==> src/sv/pcpt_pkg.sv <==
// ----------------------------------------------------------------------------
// pcpt_pkg
// Shared types and constants of the perceptron train/classify core.
// ----------------------------------------------------------------------------
package pcpt_pkg;

  localparam int WEIGHT_W          = 32;
  localparam int LR_W              = 16;
  localparam logic [15:0] LR_RESET = 16'd655;
  localparam int MAX_FEATURES_DEF  = 64;
  localparam int FEATURE_WIDTH_DEF = 16;
  localparam int IN_TUSER_W        = 3;
  localparam int OUT_TDATA_W       = 8;

  localparam logic [1:0] ERR_ZERO  = 2'b00;
  localparam logic [1:0] ERR_PLUS  = 2'b01;
  localparam logic [1:0] ERR_MINUS = 2'b11;

  typedef enum logic [1:0] {
    FUNC_CLEAR    = 2'd0,
    FUNC_TRAIN    = 2'd1,
    FUNC_CLASSIFY = 2'd2,
    FUNC_NOP      = 2'd3
  } func_t;

  typedef enum logic [3:0] {
    ST_IDLE,
    ST_MAC_MUL,
    ST_MAC_ACC,
    ST_BIAS_RD,
    ST_BIAS_ACT,
    ST_UPD_RD,
    ST_UPD_MUL,
    ST_UPD_WR,
    ST_RESULT
  } state_t;

  typedef struct packed {
    logic rd;
    logic sel_epoch;
    logic wr;
    logic clear;
    logic snap;
  } wcmd_t;

endpackage

==> src/sv/pcpt_sample_buf.sv <==
// ----------------------------------------------------------------------------
// pcpt_sample_buf
// Feature store of the current sample, one write and one registered read.
// ----------------------------------------------------------------------------
module pcpt_sample_buf #(
  parameter int DEPTH = pcpt_pkg::MAX_FEATURES_DEF,
  parameter int AW    = (DEPTH > 1) ? $clog2(DEPTH) : 1,
  parameter int DW    = pcpt_pkg::FEATURE_WIDTH_DEF
) (
  input  logic          clk,
  input  logic          wr_en,
  input  logic [AW-1:0] wr_addr,
  input  logic [DW-1:0] wr_data,
  input  logic          rd_en,
  input  logic [AW-1:0] rd_addr,
  output logic [DW-1:0] rd_data
);

  logic [DW-1:0] mem [DEPTH];

  always_ff @(posedge clk) begin
    if (wr_en) begin
      mem[wr_addr] <= wr_data;
    end
    if (rd_en) begin
      rd_data <= mem[rd_addr];
    end
  end

endmodule

==> config.mk <==
export PLATFORM = sky130hd
export DESIGN_NAME = pcpt_sample_buf
export DESIGN_NICKNAME = d
export VERILOG_FILES = /design/src/sv/pcpt_pkg.sv /design/src/sv/pcpt_sample_buf.sv
export SDC_FILE = /design/constraint.sdc
export NUM_CORES = 1
export LEC_CHECK = 0
export BUFFER_PORTS_ARGS = -buffer_cell sky130_fd_sc_hd__buf_4
export CORE_UTILIZATION = 38
export CTS_BUF_LIST = sky130_fd_sc_hd__clkbuf_8
export DETAILED_ROUTE_END_ITERATION = 8
export HOLD_SLACK_MARGIN = 0.08
export SLEW_MARGIN = 5
export SYNTH_ARGS = -nofsm -noshare
export SYNTH_HDL_FRONTEND = slang
export SYNTH_SLANG_ARGS = --single-unit
export TNS_END_PERCENT = 100
==> constraint.sdc <==
create_clock -name clk -period 2.7 [get_ports clk]
set_input_delay 0.54 -clock clk [delete_from_list [all_inputs] [get_ports clk]]
set_output_delay 0.54 -clock clk [all_outputs]
set_load 0.01 [all_outputs]
Word level (Yosys, flattened, before mapping)
Memories as Yosys holds them, arrays and structs flattened. A register that Yosys moved wholly into a read port is not among the register bits.
Index checks and enable logic that the tools add are counted.
{"block": "op_classes", "add_sub_neg": 0, "multipliers": 0, "div_mod_pow": 0, "order_cmp": 0, "eq_ne": 0, "shift": 0, "muxes": 2, "bitwise": 0, "n_reduce_logical": 0}
{"cell": "two-way mux 1 bit", "n": 2}
{"block": "word_totals", "register_bits": 0, "latch_bits": 0, "ram_bits": 1024, "rom_bits": 0, "out_inout_bits": 16, "elab_cells": 3, "n_memories": 1}
{"name": "mem", "words": 64, "word_bits": 16, "rd": 1, "rd_ports_with_merged_regs": 1, "write_ports": 1, "line": "pcpt_sample_buf.sv:19", "rtl": "logic [DW-1:0] mem [DEPTH];"}

Longest topological paths before layout
Gate-level depths: netlist (run 1).
{"block": "depth", "word_depth": 2, "depth_mapped": 10}

Worst setup path before layout (run 1)
Ideal clock, no wire load.
{"block": "synth_path", "kind": "input-to-reg", "from": "input port wr_addr[3]", "to": "memory mem[48][0] in the netlist's numbering, enable pin", "setup_ps": 409, "t_arrival_ps": 2166, "required_time_ps": 2291, "slack_ps": 125, "path_stages": 4, "path_buffers": 1, "cell_sequence": "clkbuf_1 nor2b_1 nand4b_1 nor3_1"}
{"element": "start, declared", "line": "pcpt_sample_buf.sv:12", "rtl": "input logic [AW-1:0] wr_addr,"}
{"element": "end, declared", "line": "pcpt_sample_buf.sv:19"}
Straight into the memory's write port.

Final worst setup path (run 1)
{"block": "layout_path", "from": "register rd_data[7], read port of mem", "to": "output port rd_data[7]"}
{"element": "start, declared", "line": "pcpt_sample_buf.sv:16", "rtl": "output logic [DW-1:0] rd_data"}
No word-level cell between the ends.

==> summary.txt, run 1 <==
Outcome
  • Status: completed

Synth
  • Synthesized area per cell: 21.98 µm²
  • Adder-Cell Fraction of Synth Area: 0
  • Post-synth EDFFs: 1040
  • Post-synthesis xor/xnor area fraction: 0
  • FF+latch count, synth: 1040
  • Synth area leader: edfxtp_1
  • Compound-Gate Fraction of Synth Area: 0.02400
  • Async SR Flop Fraction: 0
  • Synth Flop Type: edfxtp_1
  • Top cell type's share of synthesized area: 0.7768
  • Synth Cell Area: 40200 µm²
  • Mux contribution to synthesized area: 0.1546
  • Cells after synthesis: 1829
  • Main combinational cell family by area after synthesis: multiplexers
  • Synth unique cells: 42
  • Synth warnings: 0
  • Top post-synthesis cells by area: edfxtp_1 (78%), mux4_2 (12%), mux2i_1 (2.1%)
  • Simple-gate share of the synthesized area: 0.02636
  • Syn nets: 1860
  • Sequential fraction of the synthesis area: 0.7768

Timing
  • Final setup TNS: 0 ns
  • Final worst slack: 0.5613 ns
  • Final min period: 2.139 ns
  • Final hold viol count: 0
  • Rel. slew slack: 0.2965
  • Worst Clk Skew: 0.03614 ns
  • Slew Limit Fails: 0
  • Unrepaired setup endpoints after global routing: false
  • Highest clock rate: 467.6 MHz
  • Period Utilization, post-route: 0.7921
  • Actual slew at the worst max-slew pin: 1.053 ns
  • Setup Viol. Count Final: 0

Pwr
  • Max rail drop VDD: 0.3161 mV
  • P per Cell Area: 687.6 nW/µm²
  • Pleak: 15.06 nW

CTS
  • Worst skew pair latency: 0.83 ns
  • CTS root buf: clkbuf_8
  • Cts hold-fix bufs: 1
  • CTS clock-pin slew for the worst setup and hold paths: 0.06 ns
  • CTS buffer count: 163
  • H-tree depth: 4
  • CTS Buffer Depth: 3
  • Resized Gates After CTS: 0
  • Setup repair bufs after CTS: 0
  • CTS tree: done
  • Clk sinks: 1040

Die
  • Initial Util: 0.3857
  • Core Region: 104200 µm²
  • Row count: 118
  • Die Wd: 327.3 µm
  • Die Height: 327.3 µm
  • DIE AREA: 107100 µm²
  • Io pins: 47

GRT
  • GRT overflow: 0
  • Largest net degree at the start of global routing: 65
  • Total track usage: 0.1837
  • Met3 Usage GRT: 0.04645
  • GRT met1 Usage: 0.2457
  • Vias in the first global route: 20370
  • Met2 Use GR: 0.2885
  • First-pass GRT wire length: 140.6 mm
  • Most Used Layer, Global Route: met2
  • Initial antenna violation count: 11

Place
  • Dpl hpwl: 59.36 mm
  • Global placer's final weighted congestion: 0.8550
  • Port Buf Inserts: 46
  • Post-place setup slack: -0.2421 ns

Drt
  • DR WL/cell: 26.52 µm
  • Initial DRC Count: 2057
  • Detail Route Antenna Nets: 0
  • DRC violations left: 0
  • Routed WL: 97.23 mm
  • Vias: 19740
  • 1st-pass router iterations: 5
  • Vias per inst: 5.383

Min path
  • Hold Crit Class: input port to flop

Worst setup path
  • Required time worst endpoint: 2.16 ns
  • Buffers & Inverters on Critical Path: 1
  • Worst Setup Start Kind: flop
  • Max stage delay cell, worst path: edfxtp_1
  • CP cell instances: buf_4
  • CP max stage delay: 0.55 ns
  • Top Family by Delay on Critical Path: flip-flops
  • Worst EP arrival: 1.60 ns
  • Reg-to-reg slack, setup: 0.59 ns
  • Worst Path Max Fanout: 1
  • Worst setup EP type: output pin
  • Kind of critical path: flop to output pin

Final layout
  • Area Growth Syn to Fin: 15.46%
  • Fraction of layout cells with a size suffix above 1: 0.3133
  • Fillers: 8952
  • Layout Nets: 2180

Run
  • Maxcap violations: 0
[kinds of logic after synthesis]
family | after synthesis
DFF | 1040
muxes | 336
AOI/OAI and AO/OA | 129
and+or+nand+nor | 220
buffers and inverters | 104
[per-layer routing]
metal / up-vias / wire length (µm)
met2: 778 / 46310
met4: 12 / 2821
met5: - / 192
li1: 8381 / -
met3: 170 / 7727
met1: 10390 / 40180
[synthesized netlist by cell type (all sizes together), types with 12 or more instances]
library cell  number
nor2b             30
a21oi             17
clkbuf            27
nand2             60
nand3             24
buf               77
nand4             12
edfxtp          1040
a221oi            16
mux2i             85
mux4             224
mux2              27
nor2              74
a22oi             39
[flip-flops by register name, indices dropped and copies added, names as in the netlist]
name / count
mem: 1024
rd_data: 16
[worst paths after layout]
check | cells after the start | to | startpoint
setup / recovery | 1 | rd_data[7] | rd_data[7]
hold / removal | 1 | mem[33][6] | wr_data[6]
setup reg to reg | 6 | rd_data[0] | mem[11][0]
hold reg to reg | 4 | rd_data[14] | mem[34][14]
[through the flow]
stage / area, µm² / instances / hold slack, ns / utilization / power (mW)
after floorplan: 40200 / 1829 / 0.6389 / - / 19.21
after detailed placement: 43440 / 3363 / 0.9405 / 0.4167 / 20.14
after CTS: 46410 / 3662 / 0.2654 / 0.4452 / 32.23
after global placement: 43440 / 3363 / 0.9408 / 0.4167 / 20.10
after global routing: 46410 / 3664 / 0.3085 / 0.4453 / 32.97
final: 46420 / 3666 / 0.2968 / 0.4453 / 31.91
[cell type report]
class | instances | area (µm²) | area share
Sequential cell | 1040 | 31230 | 0.6728
Multi-Input combinational cell | 685 | 8249 | 0.1777
Clock buffer | 165 | 2271 | 0.04893
Timing Repair Buffer | 259 | 2241 | 0.04828
Tap cell | 1380 | 1727 | 0.03720
Clock inverter | 133 | 688.2 | 0.01483
Antenna cell | 4 | 10.01 | 0.0002157
[report_power, final]
group / internal (mW) / switching, mW / total [mW]
Clock: 6.03 / 6.10 / 12.1
Sequential: 17.9 / 0.0531 / 18.0
Combinational: 0.726 / 1.09 / 1.81
[cells in the final DEF, fill, tap and decap left out, types with 5 or more instances in the layout]
cell / count
a211o_1: 8
a211oi_1: 8
a21oi_1: 17
a221o_1: 6
a221oi_1: 16
a22o_1: 6
a22oi_1: 39
a311oi_1: 8
a31oi_1: 8
a41oi_1: 5
and4_1: 5
buf_12: 22
buf_4: 233
clkbuf_8: 165
clkinv_1: 42
clkinv_2: 19
clkinvlp_4: 5
edfxtp_1: 1040
inv_1: 55
mux2_2: 27
mux2i_1: 85
mux4_2: 220
nand2_1: 59
nand3_1: 24
nand4_1: 12
nor2_1: 72
nor2b_1: 30
o21ai_0: 5
Note: power is estimated with default switching activity, not from simulation.
==> run 2, diff against run 1 <==
==> constraint.sdc (replaced) <==
create_clock -name clk -period 2.2 [get_ports clk]
set_input_delay 0.44 -clock clk [delete_from_list [all_inputs] [get_ports clk]]
set_output_delay 0.44 -clock clk [all_outputs]
set_load 0.01 [all_outputs]
==> run 2 against run 1 <==
  * Power grew 23%
  * Combinational power up 29%
  * Largest cell class unchanged
  * Non-clock buffer count is 26 higher
  * Clock skew decreased by 0.0098 ns
  * Clock-buffer cell count is 2 higher
  * Setup slack got worse by 0.46 ns
  * Clock power is 22% higher
  * Utilization up 0.92 points
  * Hold slack worse by 0.16 ns
==> summary.txt, run 2 (synthesis results as in run 1) <==
Final layout
  • Final core utilization: 0.4545
  • Max reg flops: 1024
  • Area Growth Syn to Fin: 17.83%
  • Commonest cells after routing, fill and taps aside: edfxtp_1 (1040), mux4_2 (220), buf_4 (197), clkbuf_8 (168), mux2i_1 (85)
  • Largest Register: mem
  • Layout Cells excl Fill: 3688
  • Commonest non-fill, non-tap cell in the layout: edfxtp_1
  • Regs by FF count: mem: 1024 flops, rd_data: 16 flops
  • Fraction of layout cells with a size suffix above 1: 0.3236
  • Layout Nets: 2207

GRT
  • Initial antenna violation count: 4
  • First-pass GRT wire length: 142.1 mm
  • Total track usage: 0.1845
  • Largest net degree at the start of global routing: 65
  • Vias in the first global route: 20590
  • GRT overflow: 0

Timing
  • Final min period: 2.102 ns
  • Worst Clk Skew: 0.02633 ns
  • Final worst slack: 0.09818 ns
  • Setup Viol. Count Final: 0
  • Period Utilization, post-route: 0.9554
  • Highest clock rate: 475.8 MHz
  • Actual slew at the worst max-slew pin: 0.8346 ns
  • Slew Limit Fails: 0
  • Unrepaired setup endpoints after global routing: false
  • Rel. slew slack: 0.4436
  • Final hold viol count: 0

Place
  • Post-place setup slack: -0.5667 ns
  • Port Buf Inserts: 46
  • Dpl hpwl: 60.79 mm
  • Placed insts: 3385
  • Global placer's final weighted congestion: 0.7948

Drt
  • DRC violations left: 0
  • DR WL/cell: 26.34 µm
  • Detail Route Antenna Nets: 0
  • Initial DRC Count: 1777
  • Vias per inst: 5.385
  • 1st-pass router iterations: 5
  • Vias: 19860
  • Routed WL: 97.12 mm

Min path
  • Hold Crit Class: input port to flop

Worst setup path
  • Kind of critical path: flop to flop
  • Worst Path Max Fanout: 1
  • Worst Setup Start Kind: flop
  • Worst setup EP type: flop
  • Required time worst endpoint: 2.73 ns
  • Worst EP arrival: 2.63 ns

Die
  • Io pins: 47
  • Initial Util: 0.3857
  • Row count: 118
  • DIE AREA: 107100 µm²
  • Die Height: 327.3 µm
  • Core Region: 104200 µm²
  • Die Wd: 327.3 µm

CTS
  • H-tree depth: 4
  • CTS Buffer Depth: 3
  • Setup repair bufs after CTS: 0
  • CTS tree: done
  • CTS clock-pin slew for the worst setup and hold paths: 0.07 ns
  • Resized Gates After CTS: 0
  • Clk sinks: 1040
  • Worst skew pair latency: 0.81 ns
  • Cts hold-fix bufs: 5
  • CTS root buf: clkbuf_8
  • CTS buffer count: 164

Outcome
  • Status: completed

Pwr
  • Pleak: 15.40 nW
  • Max rail drop VDD: 0.3953 mV
  • P per Cell Area: 827.4 nW/µm²

Run
  • Maxcap violations: 0
run 2: cell types whose count changed in the layout (fill, tap and decap cells not counted), moves of 4 or more:
cell,previous run,this run
buf_12,22,80
buf_4,233,197
clkinv_1,42,32
dlygate4sd3_1,1,5
inv_1,55,62
nor2_1,72,61
nor2_2,2,13
run 2: area by class of cell:
cell class / instances / area [µm²]
fillers: 8803 / 56860
flip-flops and latches: 1040 / 31230
multi-input cells: 685 / 8277
repair buffers: 285 / 3171
clock buffers: 167 / 2298
well taps: 1380 / 1727
clock inverters: 125 / 654.4
diodes: 6 / 15.01
run 2: worst max-delay path, cell delays in order (launching register included):
cell and delay (ns):
edfxtp_1 0.37, mux4_2 0.49, mux2_2 0.29, a221oi_1 0.46, buf_4 0.19, a311oi_1 0.03
run 2: path summary, 6_finish.rpt:
check / slack [ns] / to / startpoint / cells after the start
worst max-delay path: 0.1 / rd_data[9] / mem[58][9] / 5
worst min-delay path: 0.14 / mem[23][9] / wr_data[9] / 1
worst max register to register: 0.1 / rd_data[9] / mem[58][9] / 5
worst min register to register: 0.93 / rd_data[10] / mem[57][10] / 5
run 2: per-layer routing:
layer / wire length [µm] / global-route usage
met1: 40740 / 0.2485
met2: 47650 / 0.2994
met5: 22 / 0
met3: 6651 / 0.04245
met4: 2060 / 0.05455
run 2: report_power, final:
group | total (mW) | internal, mW | switching (mW)
clock | 14.8 | 7.45 | 7.37
sequential | 22.0 | 22.0 | 0.0586
combinational | 2.33 | 0.977 | 1.35
total | 39.2 | 30.4 | 8.78
run 2: per-stage QoR:
stage               hold WS (ns)  instance area [µm²]  setup TNS (ns)  power [mW]
floorplan                 0.5389                40240          -36.21       23.58
global placement          0.8525                44350          -7.249       24.76
detailed placement        0.8523                44350          -7.490       24.81
CTS                      0.08129                47360               0       39.63
global route              0.1051                47360               0       40.56
finish                    0.1358                47370               0       39.19
==> run 3, diff against run 2 <==
--- a/config.mk
+++ b/config.mk
@@ -10,6 +10,7 @@
 export CTS_BUF_LIST = sky130_fd_sc_hd__clkbuf_8
 export DETAILED_ROUTE_END_ITERATION = 8
 export HOLD_SLACK_MARGIN = 0.08
+export REMOVE_ABC_BUFFERS = 1
 export SLEW_MARGIN = 5
 export SYNTH_ARGS = -nofsm -noshare
 export SYNTH_HDL_FRONTEND = slang
==> run 3 against run 2 <==
  * Sequential share of layout area increased by 0.61 points
  * Design area fell by 0.92%
  * Register-to-register slack got worse by 0.08 ns
  * Critical endpoint unchanged
  * Largest power group unchanged
  * Highest routed layer unchanged
==> summary.txt, run 3 (synthesis results as in run 1) <==
Final layout
  • Commonest cells after routing, fill and taps aside: edfxtp_1 (1040), buf_4 (242), mux4_2 (220), clkbuf_8 (169), mux2i_1 (84)
  • Max reg flops: 1024
  • Area of the multi-input gates: 8259 µm²
  • Regs by FF count: mem: 1024 flops, rd_data: 16 flops
  • Commonest non-fill, non-tap cell in the layout: edfxtp_1
  • Area Growth Syn to Fin: 16.75%
  • Fillers: 8876
  • Final core utilization: 0.4503
  • Fraction of layout cells with a size suffix above 1: 0.3212
  • Storage element area: 31230 µm²
  • Layout Nets: 2217
  • Largest Register: mem

Place
  • Port Buf Inserts: 46
  • Global placer's final weighted congestion: 0.8790
  • Dpl hpwl: 60.68 mm

Worst setup path
  • Required time worst endpoint: 2.73 ns
  • Worst Setup Start Kind: flop
  • Worst setup EP type: flop
  • Kind of critical path: flop to flop
  • Worst Path Max Fanout: 1
  • Worst EP arrival: 2.71 ns

Timing
  • Actual slew at the worst max-slew pin: 0.9723 ns
  • Worst Clk Skew: 0.02151 ns
  • Final setup TNS: 0 ns
  • Period Utilization, post-route: 0.9898
  • Slew Limit Fails: 0
  • Highest clock rate: 459.2 MHz
  • Rel. slew slack: 0.3494
  • Setup Viol. Count Final: 0
  • Final hold viol count: 0
  • Final min period: 2.178 ns
  • Unrepaired setup endpoints after global routing: false

GRT
  • Total track usage: 0.1848
  • First-pass GRT wire length: 141.9 mm
  • Vias in the first global route: 20370
  • GRT overflow: 0
  • Largest net degree at the start of global routing: 65
  • Initial antenna violation count: 9

Drt
  • 1st-pass router iterations: 7
  • Initial DRC Count: 1907
  • DR WL/cell: 26.55 µm
  • DRC violations left: 0
  • Vias: 19790
  • Vias per inst: 5.374
  • Routed WL: 97.80 mm
  • Detail Route Antenna Nets: 0

Die
  • Row count: 118
  • Die Wd: 327.3 µm
  • Core Region: 104200 µm²
  • Io pins: 47
  • Initial Util: 0.3857
  • Die Height: 327.3 µm
  • DIE AREA: 107100 µm²

CTS
  • CTS clock-pin slew for the worst setup and hold paths: 0.06 ns
  • Worst skew pair latency: 0.80 ns
  • CTS Buffer Depth: 3
  • H-tree depth: 4
  • CTS tree: done
  • Clk sinks: 1040
  • CTS buffer count: 161
  • CTS root buf: clkbuf_8

Pwr
  • Pleak: 15.24 nW
  • P per Cell Area: 826.7 nW/µm²
  • Max rail drop VDD: 0.5362 mV

Outcome
  • Status: completed

Min path
  • Hold Crit Class: input port to flop

Run
  • Maxcap violations: 0
[run 3: cell types whose count changed in the layout (fill, tap and decap cells not counted), moves of 4 or more]
cell      previous run  this run
inv_1               62        51
nor2_2              13         2
diode_2              6         2
buf_12              80        51
buf_4              197       242
nor2_1              61        72
clkinv_1            32        42
clkinv_2            16         9
[run 3: layout make-up]
class | count | area share
repair buffers | 298 | 0.06176
well taps | 1380 | 0.03679
flip-flops and latches | 1040 | 0.6654
clock buffers | 169 | 0.04955
clock inverters | 109 | 0.01048
multi-input cells | 685 | 0.1760
diodes | 2 | 0.0001066
[run 3: timing repair]
item	4_1_cts	5_1_grt
gates resized for setup	1	1
endpoints found under the hold margin	44	0
buffers inserted	0	0
endpoints found under the setup margin	1	1
pin swaps	0	1
hold buffers	2	0
[run 3: layer usage]
layer  vias up  global-route usage  part of all wire
met4         8             0.05445             0.019
met2       732              0.2866              0.48
li1       8422                   -                 -
met1     10500              0.2547              0.42
met5         -                   0           0.00047
met3       129             0.05183             0.083
[run 3: worst paths after layout]
kind / from / end / slack [ns] / cells past startpoint
max: mem[31][9] / rd_data[9] / 0.02 / 6
min: wr_addr[2] / mem[49][5] / 0.20 / 3
max reg2reg: mem[31][9] / rd_data[9] / 0.02 / 6
min reg2reg: mem[0][14] / rd_data[14] / 0.94 / 4
[run 3: where the power goes]
| part | total, mW | internal, mW | switching [mW] | leakage [nW] |
|---|---|---|---|---|
| Sequential | 22.1 | 22.0 | 0.0760 | 9.37 |
| Clock | 14.4 | 7.27 | 7.18 | 1.62 |
| Combinational | 2.29 | 0.947 | 1.34 | 4.26 |
| Total | 38.8 | 30.2 | 8.60 | 15.2 |
[run 3: stage by stage]
step	worst slack (ns)	instances	area [µm²]	power (mW)	hold slack (ns)
6_report	0.02239	3683	46940	38.80	0.1951
5_1_grt	0.03108	3682	46940	40.09	0.1603
4_1_cts	0.03265	3681	46930	39.20	0.1104
3_5_place_dp	-0.7245	3401	44080	24.79	0.8558
3_3_place_gp	-0.6989	3401	44080	24.74	0.8493
2_1_floorplan	-0.1225	1725	39470	23.26	0.5389
[run 3: critical path: stages (launching register included)]
cell      delay (ns)
edfxtp_1        0.39
mux4_2          0.48
mux2i_1         0.30
nand3_1         0.22
a31oi_1         0.26
buf_4           0.21
a311oi_1        0.06
